==> src/hdl/gpke_pkg.sv <==
`timescale 1ns / 1ps

package gpke_pkg;

  localparam int NUM_BUTTONS = 12;
  localparam int NUM_DIRS    = 4;
  localparam int NUM_EVENTS  = NUM_BUTTONS + NUM_DIRS;

  localparam logic [14:0] DEADZONE_RESET = 15'd8000;

  localparam logic KEY_PRESS   = 1'b0;
  localparam logic KEY_RELEASE = 1'b1;

  typedef struct packed {
    logic [15:0]        pad_buttons;
    logic signed [15:0] stick_x;
    logic signed [15:0] stick_y;
  } in_t;

  typedef struct packed {
    logic       key_action;
    logic [6:0] key_code;
    logic       last_event;
  } out_t;

  // One sample's worth of work: which sources changed and their old level.
  typedef struct packed {
    logic [NUM_EVENTS-1:0] changed;
    logic [NUM_EVENTS-1:0] was;
  } job_t;

  // Bit of the button mask that feeds mapped button slot idx.
  function automatic logic [3:0] button_pos(input logic [3:0] idx);
    logic [3:0] pos;
    case (idx)
      4'd0:    pos = 4'd12;
      4'd1:    pos = 4'd13;
      4'd2:    pos = 4'd14;
      4'd3:    pos = 4'd15;
      4'd4:    pos = 4'd0;
      4'd5:    pos = 4'd1;
      4'd6:    pos = 4'd2;
      4'd7:    pos = 4'd3;
      4'd8:    pos = 4'd4;
      4'd9:    pos = 4'd5;
      4'd10:   pos = 4'd8;
      4'd11:   pos = 4'd9;
      default: pos = 4'd0;
    endcase
    return pos;
  endfunction

  // Keycode of event slot idx: twelve buttons, then four stick directions.
  function automatic logic [6:0] key_code_of(input logic [3:0] idx);
    logic [6:0] code;
    case (idx)
      4'd0:    code = 7'd19;
      4'd1:    code = 7'd20;
      4'd2:    code = 7'd21;
      4'd3:    code = 7'd22;
      4'd4:    code = 7'd96;
      4'd5:    code = 7'd97;
      4'd6:    code = 7'd99;
      4'd7:    code = 7'd100;
      4'd8:    code = 7'd102;
      4'd9:    code = 7'd103;
      4'd10:   code = 7'd109;
      4'd11:   code = 7'd108;
      4'd12:   code = 7'd19;
      4'd13:   code = 7'd20;
      4'd14:   code = 7'd21;
      4'd15:   code = 7'd22;
      default: code = 7'd19;
    endcase
    return code;
  endfunction

endpackage

==> src/hdl/gamepad_to_key_event_encoder.sv <==
`timescale 1ns / 1ps

// Channel   Direction  Handshake           Payload
// in        input      in_valid/in_stall   gpke_pkg::in_t  (button mask, stick x/y)
// out       output     out_valid/out_stall gpke_pkg::out_t (action, keycode, last)
// cfg       input      cfg_valid/cfg_ready 15-bit stick deadzone
//
// A sample transfers whenever the job queue has room. Events leave one per
// cycle while the output is not stalled, and the next job loads on the edge of
// the last event of the job before; a job holds 16 changes at most.
// Reset (rst, synchronous) clears the held button and stick state, empties
// the queue and restores the deadzone to 8000. A stall on the output holds the
// event register; the queue then fills and stalls the input on its own.

module gamepad_to_key_event_encoder #(
  parameter int QUEUE_DEPTH = 2
) (
  input  logic           clk,
  input  logic           rst,
  input  logic           in_valid,
  output logic           in_stall,
  input  gpke_pkg::in_t  in_data,
  output logic           out_valid,
  input  logic           out_stall,
  output gpke_pkg::out_t out_data,
  input  logic           cfg_valid,
  output logic           cfg_ready,
  input  logic [14:0]    cfg_data
);

  logic [14:0]    stick_deadzone;
  logic           q_push;
  logic           q_full;
  logic           q_pop;
  logic           q_not_empty;
  gpke_pkg::job_t push_job;
  gpke_pkg::job_t head_job;

  // The register takes a transfer in every cycle.
  assign cfg_ready = 1'b1;

  always_ff @(posedge clk) begin
    if (rst) begin
      stick_deadzone <= gpke_pkg::DEADZONE_RESET;
    end else if (cfg_valid && cfg_ready) begin
      stick_deadzone <= cfg_data;
    end
  end

  // Front: classify the sample against the held state, queue the changes.
  gpke_front u_front (
    .clk      (clk),
    .rst      (rst),
    .in_valid (in_valid),
    .in_stall (in_stall),
    .in_data  (in_data),
    .deadzone (stick_deadzone),
    .q_full   (q_full),
    .q_push   (q_push),
    .q_job    (push_job)
  );

  gpke_queue #(
    .DEPTH (QUEUE_DEPTH)
  ) u_queue (
    .clk       (clk),
    .rst       (rst),
    .push      (q_push),
    .push_job  (push_job),
    .full      (q_full),
    .pop       (q_pop),
    .not_empty (q_not_empty),
    .head_job  (head_job)
  );

  // Back: walk the change vector lowest slot first, one event per transfer.
  gpke_back u_back (
    .clk         (clk),
    .rst         (rst),
    .q_not_empty (q_not_empty),
    .q_job       (head_job),
    .q_pop       (q_pop),
    .out_valid   (out_valid),
    .out_stall   (out_stall),
    .out_data    (out_data)
  );

endmodule

==> src/hdl/gpke_front.sv <==
`timescale 1ns / 1ps

module gpke_front (
  input  logic                clk,
  input  logic                rst,
  input  logic                in_valid,
  output logic                in_stall,
  input  gpke_pkg::in_t       in_data,
  input  logic [14:0]         deadzone,
  input  logic                q_full,
  output logic                q_push,
  output gpke_pkg::job_t      q_job
);

  logic [15:0] prev_buttons;
  logic [3:0]  prev_stick_dirs;
  logic [3:0]  dirs;
  logic [gpke_pkg::NUM_BUTTONS-1:0] btn_now;
  logic [gpke_pkg::NUM_BUTTONS-1:0] btn_was;
  logic signed [16:0] xs, ys, dzs;
  logic accept;

  assign in_stall = q_full;
  assign accept   = in_valid && !q_full;

  always_comb begin
    xs  = {in_data.stick_x[15], in_data.stick_x};
    ys  = {in_data.stick_y[15], in_data.stick_y};
    dzs = $signed({2'b00, deadzone});
    dirs[0] = ys < -dzs;
    dirs[1] = ys > dzs;
    dirs[2] = xs < -dzs;
    dirs[3] = xs > dzs;
  end

  always_comb begin
    for (int i = 0; i < gpke_pkg::NUM_BUTTONS; i++) begin
      btn_now[i] = in_data.pad_buttons[gpke_pkg::button_pos(4'(i))];
      btn_was[i] = prev_buttons[gpke_pkg::button_pos(4'(i))];
    end
  end

  assign q_job.was     = {prev_stick_dirs, btn_was};
  assign q_job.changed = {prev_stick_dirs ^ dirs, btn_was ^ btn_now};
  // Drop samples that change nothing; they still update the state.
  assign q_push        = accept && (q_job.changed != '0);

  always_ff @(posedge clk) begin
    if (rst) begin
      prev_buttons    <= '0;
      prev_stick_dirs <= '0;
    end else if (accept) begin
      prev_buttons    <= in_data.pad_buttons;
      prev_stick_dirs <= dirs;
    end
  end

endmodule

==> src/hdl/gpke_queue.sv <==
`timescale 1ns / 1ps

module gpke_queue #(
  parameter int DEPTH = 2
) (
  input  logic           clk,
  input  logic           rst,
  input  logic           push,
  input  gpke_pkg::job_t push_job,
  output logic           full,
  input  logic           pop,
  output logic           not_empty,
  output gpke_pkg::job_t head_job
);

  localparam int PW = $clog2(DEPTH);
  localparam int CW = $clog2(DEPTH + 1);

  gpke_pkg::job_t slots [DEPTH];
  logic [PW-1:0] wr_ptr;
  logic [PW-1:0] rd_ptr;
  logic [CW-1:0] count;
  logic do_push, do_pop;

  assign full      = count == CW'(DEPTH);
  assign not_empty = count != '0;
  assign head_job  = slots[rd_ptr];
  assign do_push   = push && !full;
  assign do_pop    = pop && not_empty;

  always_ff @(posedge clk) begin
    if (do_push) begin
      slots[wr_ptr] <= push_job;
    end
  end

  always_ff @(posedge clk) begin
    if (rst) begin
      wr_ptr <= '0;
      rd_ptr <= '0;
      count  <= '0;
    end else begin
      if (do_push) begin
        wr_ptr <= (wr_ptr == PW'(DEPTH - 1)) ? '0 : wr_ptr + 1'b1;
      end
      if (do_pop) begin
        rd_ptr <= (rd_ptr == PW'(DEPTH - 1)) ? '0 : rd_ptr + 1'b1;
      end
      if (do_push && !do_pop) begin
        count <= count + 1'b1;
      end else if (do_pop && !do_push) begin
        count <= count - 1'b1;
      end
    end
  end

endmodule

==> src/hdl/gpke_back.sv <==
`timescale 1ns / 1ps

module gpke_back (
  input  logic           clk,
  input  logic           rst,
  input  logic           q_not_empty,
  input  gpke_pkg::job_t q_job,
  output logic           q_pop,
  output logic           out_valid,
  input  logic           out_stall,
  output gpke_pkg::out_t out_data
);

  logic                            busy;
  logic [gpke_pkg::NUM_EVENTS-1:0] remaining;
  logic [gpke_pkg::NUM_EVENTS-1:0] was;
  logic [gpke_pkg::NUM_EVENTS-1:0] lowest;
  logic [gpke_pkg::NUM_EVENTS-1:0] rest;
  logic [3:0]                      idx;
  logic                            out_free;
  logic                            emit;

  assign out_free = !out_valid || !out_stall;
  assign emit     = busy && out_free;
  // Load the next job when idle, or on the edge that sends the last event of this one.
  assign q_pop    = q_not_empty && (!busy || (emit && rest == '0));

  always_comb begin
    lowest = remaining & (~remaining + 1'b1);
    rest   = remaining & ~lowest;
    idx    = '0;
    for (int i = 0; i < gpke_pkg::NUM_EVENTS; i++) begin
      if (lowest[i]) begin
        idx = 4'(i);
      end
    end
  end

  always_ff @(posedge clk) begin
    if (q_pop) begin
      remaining <= q_job.changed;
      was       <= q_job.was;
    end else if (emit) begin
      remaining <= rest;
    end
    if (emit) begin
      out_data.key_action <= was[idx] ? gpke_pkg::KEY_RELEASE : gpke_pkg::KEY_PRESS;
      out_data.key_code   <= gpke_pkg::key_code_of(idx);
      out_data.last_event <= rest == '0;
    end
  end

  always_ff @(posedge clk) begin
    if (rst) begin
      busy      <= 1'b0;
      out_valid <= 1'b0;
    end else begin
      if (q_pop) begin
        busy <= 1'b1;
      end else if (emit && rest == '0) begin
        busy <= 1'b0;
      end
      if (emit) begin
        out_valid <= 1'b1;
      end else if (!out_stall) begin
        out_valid <= 1'b0;
      end
    end
  end

endmodule
==> config.mk <==
export PLATFORM = sky130hd
export DESIGN_NAME = gamepad_to_key_event_encoder
export DESIGN_NICKNAME = d
export VERILOG_FILES = /design/src/hdl/gpke_pkg.sv /design/src/hdl/gamepad_to_key_event_encoder.sv /design/src/hdl/gpke_front.sv /design/src/hdl/gpke_queue.sv /design/src/hdl/gpke_back.sv
export SDC_FILE = /design/constraint.sdc
export NUM_CORES = 1
export LEC_CHECK = 0
export ABC_AREA = 0
export BUFFER_PORTS_ARGS = -buffer_cell sky130_fd_sc_hd__buf_4
export CORE_MARGIN = 2
export CORE_UTILIZATION = 60
export CTS_BUF_LIST = sky130_fd_sc_hd__clkbuf_4
export DETAILED_ROUTE_END_ITERATION = 8
export GPL_TIMING_DRIVEN = 0
export PLACE_DENSITY_LB_ADDON = 0.12
export SYNTH_ARGS = -nofsm -noshare
export SYNTH_HDL_FRONTEND = slang
export SYNTH_SLANG_ARGS = --single-unit
==> constraint.sdc <==
create_clock -name clk -period 17.35 [get_ports clk]
set_input_delay 1.735 -clock clk [delete_from_list [all_inputs] [get_ports clk]]
set_output_delay 1.735 -clock clk [all_outputs]
set_load 0.02 [all_outputs]
==> results of run 1 <==
-- cells by family after synthesis --
group	Yosys count	synth area share, %
AND/OR/NAND/NOR	208	13.8
AO/OA/AOI/OAI	148	12.0
flip-flops	142	49.6
adder cells (fa/ha/maj)	67	10.6
buffers and inverters	62	3.18
multiplexers	58	8.00
XOR/XNOR	25	2.79
other	1	0.0479
-- sequential cells by signal, summed over array words and instances, names as in the netlist, 2 cells and up, named ones only --
register,count
stick_deadzone,15
u_back.out_data,8
u_back.remaining,16
u_back.was,16
u_front.prev_buttons,12
u_front.prev_stick_dirs,4
u_queue.count,2
u_queue.slots,64
-- how the worst max path moves through the flow --
stage	from	endpoint	slack [ns]
6_report	stick_deadzone[1]	u_queue.slots[1][8]	12.14
5_1_grt	stick_deadzone[1]	u_queue.slots[1][24]	11.86
4_1_cts	stick_deadzone[1]	u_queue.slots[1][8]	12.23
3_5_place_dp	in_data[26]	u_queue.slots[1][7]	11.82
3_3_place_gp	in_data[26]	u_queue.slots[0][4]	9.11
2_1_floorplan	in_data[26]	u_queue.slots[0][0]	11.11
-- metal layers --
layer	track usage, %	vias to the layer above	share of wire (%)
li1	-	2874	-
met1	37.5	2860	45
met2	43.4	199	48
met3	4.68	18	6.0
met4	7.61	0	1.1
met5	0	-	0
-- final cells by class --
| type | instances | area share, % |
|---|---|---|
| well taps | 172 | 2.39 |
| clock buffers | 18 | 1.50 |
| repair buffers | 77 | 6.73 |
| flip-flops and latches | 142 | 43.2 |
| plain buffers | 24 | 1.18 |
| inverters | 38 | 1.59 |
| multi-input cells | 507 | 41.4 |
| clock inverters | 14 | 2.03 |
-- report_power, final --
| part | leakage, nW | switching [W] | internal [W] |
|---|---|---|---|
| Clock | 0.172 | 0.000128 | 0.000105 |
| Sequential | 1.31 | 0.0000562 | 0.000496 |
| Combinational | 2.09 | 0.000265 | 0.000178 |
| Total | 3.57 | 0.000449 | 0.000779 |
-- through the flow --
| stage | hold WS [ns] | instances | instance area [um2] | power (W) |
|---|---|---|---|---|
| final | 0.501 | 992 | 9000 | 0.00123 |
| after CTS | 0.498 | 992 | 9000 | 0.00123 |
| after global routing | 0.515 | 992 | 9000 | 0.00130 |
| after floorplan | 0.467 | 711 | 7840 | 0.000847 |
| after detailed placement | 0.486 | 960 | 8680 | 0.000997 |
| after global placement | 0.474 | 957 | 8610 | 0.000968 |
-- worst register-to-register path: cells and delay by family (launching register included) --
| family | cells | cell delay (ns) |
|---|---|---|
| simple gates | 6 | 2.34 |
| compound gates | 2 | 1.05 |
| flops | 1 | 0.35 |
| fa+ha+maj | 2 | 0.56 |
| xor+xnor | 1 | 0.22 |
| buf+inv | 2 | 0.36 |
-- cells in the mapped netlist, drive strengths merged, types with 9 or more instances --
| cell type | n | share of area [%] |
|---|---|---|
| nor2b | 9 | 0.75 |
| ha | 64 | 10 |
| xnor2 | 10 | 1.1 |
| mux2 | 27 | 3.9 |
| a21oi | 42 | 2.7 |
| nand4 | 14 | 1.2 |
| edfxtp | 104 | 40 |
| xor2 | 15 | 1.7 |
| mux2i | 30 | 3.8 |
| o211ai | 14 | 1.3 |
| buf | 15 | 0.93 |
| inv | 37 | 1.8 |
| dfxtp | 38 | 9.7 |
| o21ai | 38 | 2.4 |
| nor2 | 45 | 2.2 |
| nand2 | 63 | 3.0 |
| nor4 | 13 | 1.2 |
| clkbuf | 9 | 0.43 |
| nor3 | 14 | 0.89 |
==> flow_summary_export.csv, run 1 <==
group,metric,value,unit
outcome,outcome,"finished clean",
die,core.rowCount,41,
clock_network,cts.reportedPaths.clkPinSlew,0.12,ns
sta,unrepaired_setup_endpoints_after_global_routing,"false",
critical_path,worstPathArrival,5.46,ns
yosys,ys.flop_type,"sky130_fd_sc_hd__edfxtp_1",
sta,post-route-worst-setup-slack,12.14,ns
die,floorplan.initialDensity,61.8,%
critical_path,timing.critical_path.fanout_max,17,
flow_run,maxCapViolCount,0,
cells_and_area,antenna_diode_instance_count,0,
critical_path,path_buf_inv,2,
sta,relSlewSlack,19.2,%
die,pin_count,80,
cells_and_area,layout.area.seq,3880,um2
clock_network,clk-insertion-delay-late,0.55,ns
yosys,synth_async_sr_flop_share,0,%
placement,gp_congestion,0.887,
worst_hold_path,min_from,"u_front.prev_buttons[5]",
global_routing,first_global_vias,5773,
global_routing,grt_util_all_layers,26.9,%
sta,clock-skew-final,0.0235,ns
critical_path,critical_path.max_stage_delay,0.98,ns
detailed_routing,residual_drc,0,
sta,final_min_period_over_clock_period,30.0,%
cells_and_area,most_common_cell_after_layout_fill_and_taps_aside,"sky130_fd_sc_hd__edfxtp_1",
clock_network,cts_made_buffers,17,
sta,worst_pin_slew,1.19,ns
cells_and_area,area_growth,14.9,%
cells_and_area,post_route_cells_drive_above_1_share,19.6,%
critical_path,required,17.60,ns
sta,count_of_pins_over_their_slew_limit,0,
placement,pre_cts_ws,11.82,ns
power,worst_voltage_drop_across_the_vdd_grid,0.0801,mV
critical_path,timing.rr.start,"stick_deadzone[1]",
yosys,synth_area,7840,um2
yosys,yosysSeqAreaShare,49.6,%
placement,port_buffers,74,
yosys,synth.avg_cell_area,11.0,um2
critical_path,depth_of_the_most_critical_reg_to_reg_path,13,
detailed_routing,vias_per_cell,6.00,
critical_path,critical-path-top-delay-family,"simple AND/OR/NAND/NOR gates",
sta,hold_violations,0,
sta,setup-tns-final,0,ns
clock_network,post-cts-setup-buffers,0,
critical_path,critical_path_type,"reg2reg",
power,power-per-cell-area,137,nW/um2
cells_and_area,final_cell_mix,"104 x sky130_fd_sc_hd__edfxtp_1, 77 x sky130_fd_sc_hd__buf_4, 64 x sky130_fd_sc_hd__ha_1",
yosys,synth_cell_types,73,
clock_network,postCtsHoldBufs,0,
cells_and_area,finalCoreUtilization,71.0,%
sta,achievable-frequency,0.192,GHz
global_routing,antenna_violations_before_repair,0,
detailed_routing,routed_wl_per_cell,18.3,um
die,die_area,14000,um2
detailed_routing,dr.pass1.iters,5,
cells_and_area,multi_input_comb_area,3730,um2
yosys,edff_count_synth,104,
sta,period_needed,5.21,ns
die,core_footprint,12700,um2
clock_network,clk_root_buffer_cell,"sky130_fd_sc_hd__clkbuf_4",
worst_hold_path,hold_class,"reg2reg",
critical_path,rrSetupSlack,12.14,ns
power,pleak,3.57,nW
cells_and_area,nets,939,
global_routing,grt_remaining_overflow,0,
clock_network,ctsHtreeMaxLevel,4,
clock_network,cts_buffer_depth,2,
critical_path,worst_setup_path_start_kind,"flop",
yosys,ys.warnings.count,0,
worst_hold_path,hold_path_depth,2,
global_routing,pin_count_of_the_biggest_net_entering_global_routing,26,
cells_and_area,fill_cells,941,
critical_path,worstSetupEndpointType,"flop",
detailed_routing,dr_vias,5951,
yosys,synthesized_net_count,843,
clock_network,clock_sinks,142,
clock_network,postCtsResizedCells,0,
critical_path,critPathSlowestCell,"sky130_fd_sc_hd__nor4b_1",
detailed_routing,dr.first_iter.drc_count,460,
critical_path,cp_cell_sequence,"inv_1 -> ha_1 -> nor4b_1 -> nand4_1 -> xnor2_1 -> ha_1 -> and4_1 -> o2111ai_1 -> or4b_1 -> nand4_2 -> nor2b_2 -> a211oi_4 -> buf_16",
detailed_routing,drtAntennaViolNets,0,
clock_network,cts_tree,"done",
global_routing,first_pass_grt_wire_length,29.3,mm
critical_path,timing.critical_path.depth,13,
detailed_routing,drt_wl_total,18.1,mm
die,die_w,118,um
sta,setup-violations-final,0,
critical_path,reg2reg_end,"u_queue.slots[1][8]",
worst_hold_path,holdPathEnd,"u_front.prev_buttons[5]",
yosys,postSynthRegisterBits,142,
yosys,syn-instance-count,711,
critical_path,crit_path_frequent_cell,"sky130_fd_sc_hd__ha_1",
placement,dp.final_hpwl,13.7,mm
die,die_height,118,um
(Power assumes the default switching activity.)
==> run 2: changes to the inputs <==
==> constraint.sdc (replaced) <==
create_clock -name clk -period 4.97 [get_ports clk]
set_input_delay 0.497 -clock clk [delete_from_list [all_inputs] [get_ports clk]]
set_output_delay 0.497 -clock clk [all_outputs]
set_load 0.02 [all_outputs]
==> run 2 against run 1 <==
Effect of this change:
- via count grew 0.25%
- sequential power grew to 3.5 times the previous value
- sequential cell count is the same
- combinational power grew to 3.6 times the previous value
- clock skew shrank 0.0010 ns
- design area grew 1.4%
- die area is the same
- fmax grew 11%
- worst setup slack lost 12 ns
- non-clock buffer count grew 9
- count of clock-buffer cells in the layout is the same
- global-route usage grew 0.063 points
- highest routed layer unchanged
==> flow_summary_export.csv, run 2 (synthesized netlist as in run 1, its figures left out) <==
group,metric,value,unit
sta,period_needed,4.68,ns
global_routing,first_global_vias,5790,
critical_path,reg2reg_end,"u_queue.count[1]",
critical_path,timing.rr.start,"stick_deadzone[1]",
critical_path,depth_of_the_most_critical_reg_to_reg_path,17,
cells_and_area,reg_top3,"u_queue.slots x64, u_back.remaining x16, u_back.was x16",
global_routing,antenna_violations_before_repair,0,
detailed_routing,vias_per_cell,5.96,
placement,pre_cts_ws,-0.143,ns
cells_and_area,most_common_cell_after_layout_fill_and_taps_aside,"sky130_fd_sc_hd__edfxtp_1",
detailed_routing,dr_vias,5966,
sta,unrepaired_setup_endpoints_after_global_routing,"false",
power,power-per-cell-area,474,nW/um2
sta,worst_pin_slew,0.881,ns
detailed_routing,dr.first_iter.drc_count,502,
clock_network,ctsHtreeMaxLevel,4,
placement,dp.final_hpwl,13.7,mm
cells_and_area,post_route_cells_drive_above_1_share,21.2,%
sta,hold_violations,0,
critical_path,critPathSlowestCell,"sky130_fd_sc_hd__or4b_2",
power,pleak,3.63,nW
worst_hold_path,min_from,"cfg_data[12]",
critical_path,cp_cell_sequence,"inv_1 -> ha_2 -> or4b_2 -> clkbuf_1 -> nor2_1 -> xnor2_1 -> ha_1 -> a22o_1 -> o41ai_2 -> a21oi_1 -> a31o_2 -> o211a_1 -> nor2_4 -> a21oi_1 -> ha_1 -> or3_1 -> a21oi_1",
critical_path,worst_setup_path_start_kind,"flop",
clock_network,clock_sinks,142,
die,die_w,118,um
clock_network,cts.reportedPaths.clkPinSlew,0.13,ns
critical_path,worstSetupEndpointType,"flop",
critical_path,critical_path.max_stage_delay,0.59,ns
die,core_footprint,12700,um2
detailed_routing,residual_drc,0,
outcome,outcome,"finished clean",
sta,achievable-frequency,0.214,GHz
critical_path,rrSetupSlack,0.29,ns
sta,relSlewSlack,40.7,%
critical_path,timing.critical_path.fanout_max,6,
cells_and_area,number_of_flip_flops_in_the_largest_register,64,
cells_and_area,final_cell_count_no_fill,1001,
clock_network,cts_tree,"done",
die,die_height,118,um
clock_network,cts_buffer_depth,2,
critical_path,crit_path_frequent_cell,"sky130_fd_sc_hd__a21oi_1",
cells_and_area,final_cell_mix,"104 x sky130_fd_sc_hd__edfxtp_1, 85 x sky130_fd_sc_hd__buf_4, 63 x sky130_fd_sc_hd__nand2_1, 63 x sky130_fd_sc_hd__ha_1, 44 x sky130_fd_sc_hd__nor2_1",
global_routing,first_pass_grt_wire_length,29.4,mm
sta,setup-violations-final,0,
cells_and_area,area_growth,16.5,%
die,floorplan.initialDensity,61.8,%
die,die_area,14000,um2
sta,count_of_pins_over_their_slew_limit,0,
global_routing,grt_util_all_layers,27.0,%
placement,port_buffers,74,
cells_and_area,nets,948,
cells_and_area,largest-register,"u_queue.slots",
sta,clock-skew-final,0.0225,ns
critical_path,critical_path.endpoint,"u_queue.count[1]",
clock_network,cts_made_buffers,17,
critical_path,worstPathArrival,5.15,ns
sta,final_min_period_over_clock_period,94.2,%
worst_hold_path,hold_class,"in2reg",
detailed_routing,routed_wl_per_cell,18.3,um
critical_path,required,5.44,ns
cells_and_area,antenna_diode_instance_count,0,
critical_path,critical_path_type,"reg2reg",
clock_network,clk-insertion-delay-late,0.55,ns
placement,dpl.cell_count,960,
detailed_routing,dr.pass1.iters,6,
placement,gp_congestion,0.887,
power,worst_voltage_drop_across_the_vdd_grid,0.282,mV
critical_path,startpoint,"stick_deadzone[1]",
die,pin_count,80,
detailed_routing,drt_wl_total,18.4,mm
global_routing,pin_count_of_the_biggest_net_entering_global_routing,26,
sta,post-route-worst-setup-slack,0.290,ns
die,core.rowCount,41,
global_routing,grt_remaining_overflow,0,
flow_run,maxCapViolCount,0,
detailed_routing,drtAntennaViolNets,0,
clock_network,clk_root_buffer_cell,"sky130_fd_sc_hd__clkbuf_4",
-- run 2: cell types whose count changed in the layout (fill, tap and decap cells not counted), sizes merged --
cell	delta
buf	+9
-- run 2: metal layers --
layer / share of wire (%) / track usage (%) / routed length [um]
met1: 46 / 37.6 / 8390
met2: 48 / 43.5 / 8780
met3: 5.4 / 4.68 / 992
met4: 1.1 / 7.61 / 196
met5: 0 / 0 / 0
-- run 2: final cells by class --
class                      instances  area [um2]
clock buffer                      18         135
inverter                          38         143
clock inverter                    14         183
sequential                       142        3880
buffer                            24         106
tap                              172         215
timing repair buffer              86         686
fill                             937        3550
multi-input combinational        507        3770
-- run 2: repair_timing --
action / in CTS / in global routing
setup buffers: 6 / 3
pin swaps: 2 / 1
hold buffers: 0 / 0
endpoints found under the setup margin: 35 / 2
resized for setup: 1 / 8
-- run 2: through the flow --
stage / power (W) / utilization [%] / TNS [ns] / hold WS (ns) / cell area [um2]
after floorplan: 0.00296 / - / -63.45 / 0.467 / 7840
after CTS: 0.00432 / 71.5 / 0 / 0.126 / 9060
after detailed placement: 0.00348 / 68.5 / -3.69 / 0.486 / 8680
after global placement: 0.00338 / 67.9 / -179.21 / 0.474 / 8610
after global routing: 0.00457 / 72.0 / 0 / 0.132 / 9130
final: 0.00433 / 72.0 / 0 / 0.166 / 9130
-- run 2: worst min path at each step --
stage                                   end  depth (start not counted)
floorplan               u_queue.slots[0][0]                          0
global placement       u_queue.slots[0][11]                          0
detailed placement  u_front.prev_buttons[5]                          2
CTS                      stick_deadzone[12]                          3
global route             stick_deadzone[12]                          3
finish                   stick_deadzone[12]                          3
-- run 2: critical path, delay by kind of cell, from the launching register on --
family          cells  cell delay [ns]
xor+xnor            1             0.16
buf+inv             2             0.34
compound gates      7             1.56
simple gates        4             1.31
fa+ha+maj           3             0.88
flops               1             0.35
-- run 2: power by group --
part	switching [W]	total [W]	internal [W]
clock network	0.000445	0.000812	0.000367
logic	0.000940	0.00159	0.000648
registers	0.000196	0.00193	0.00173
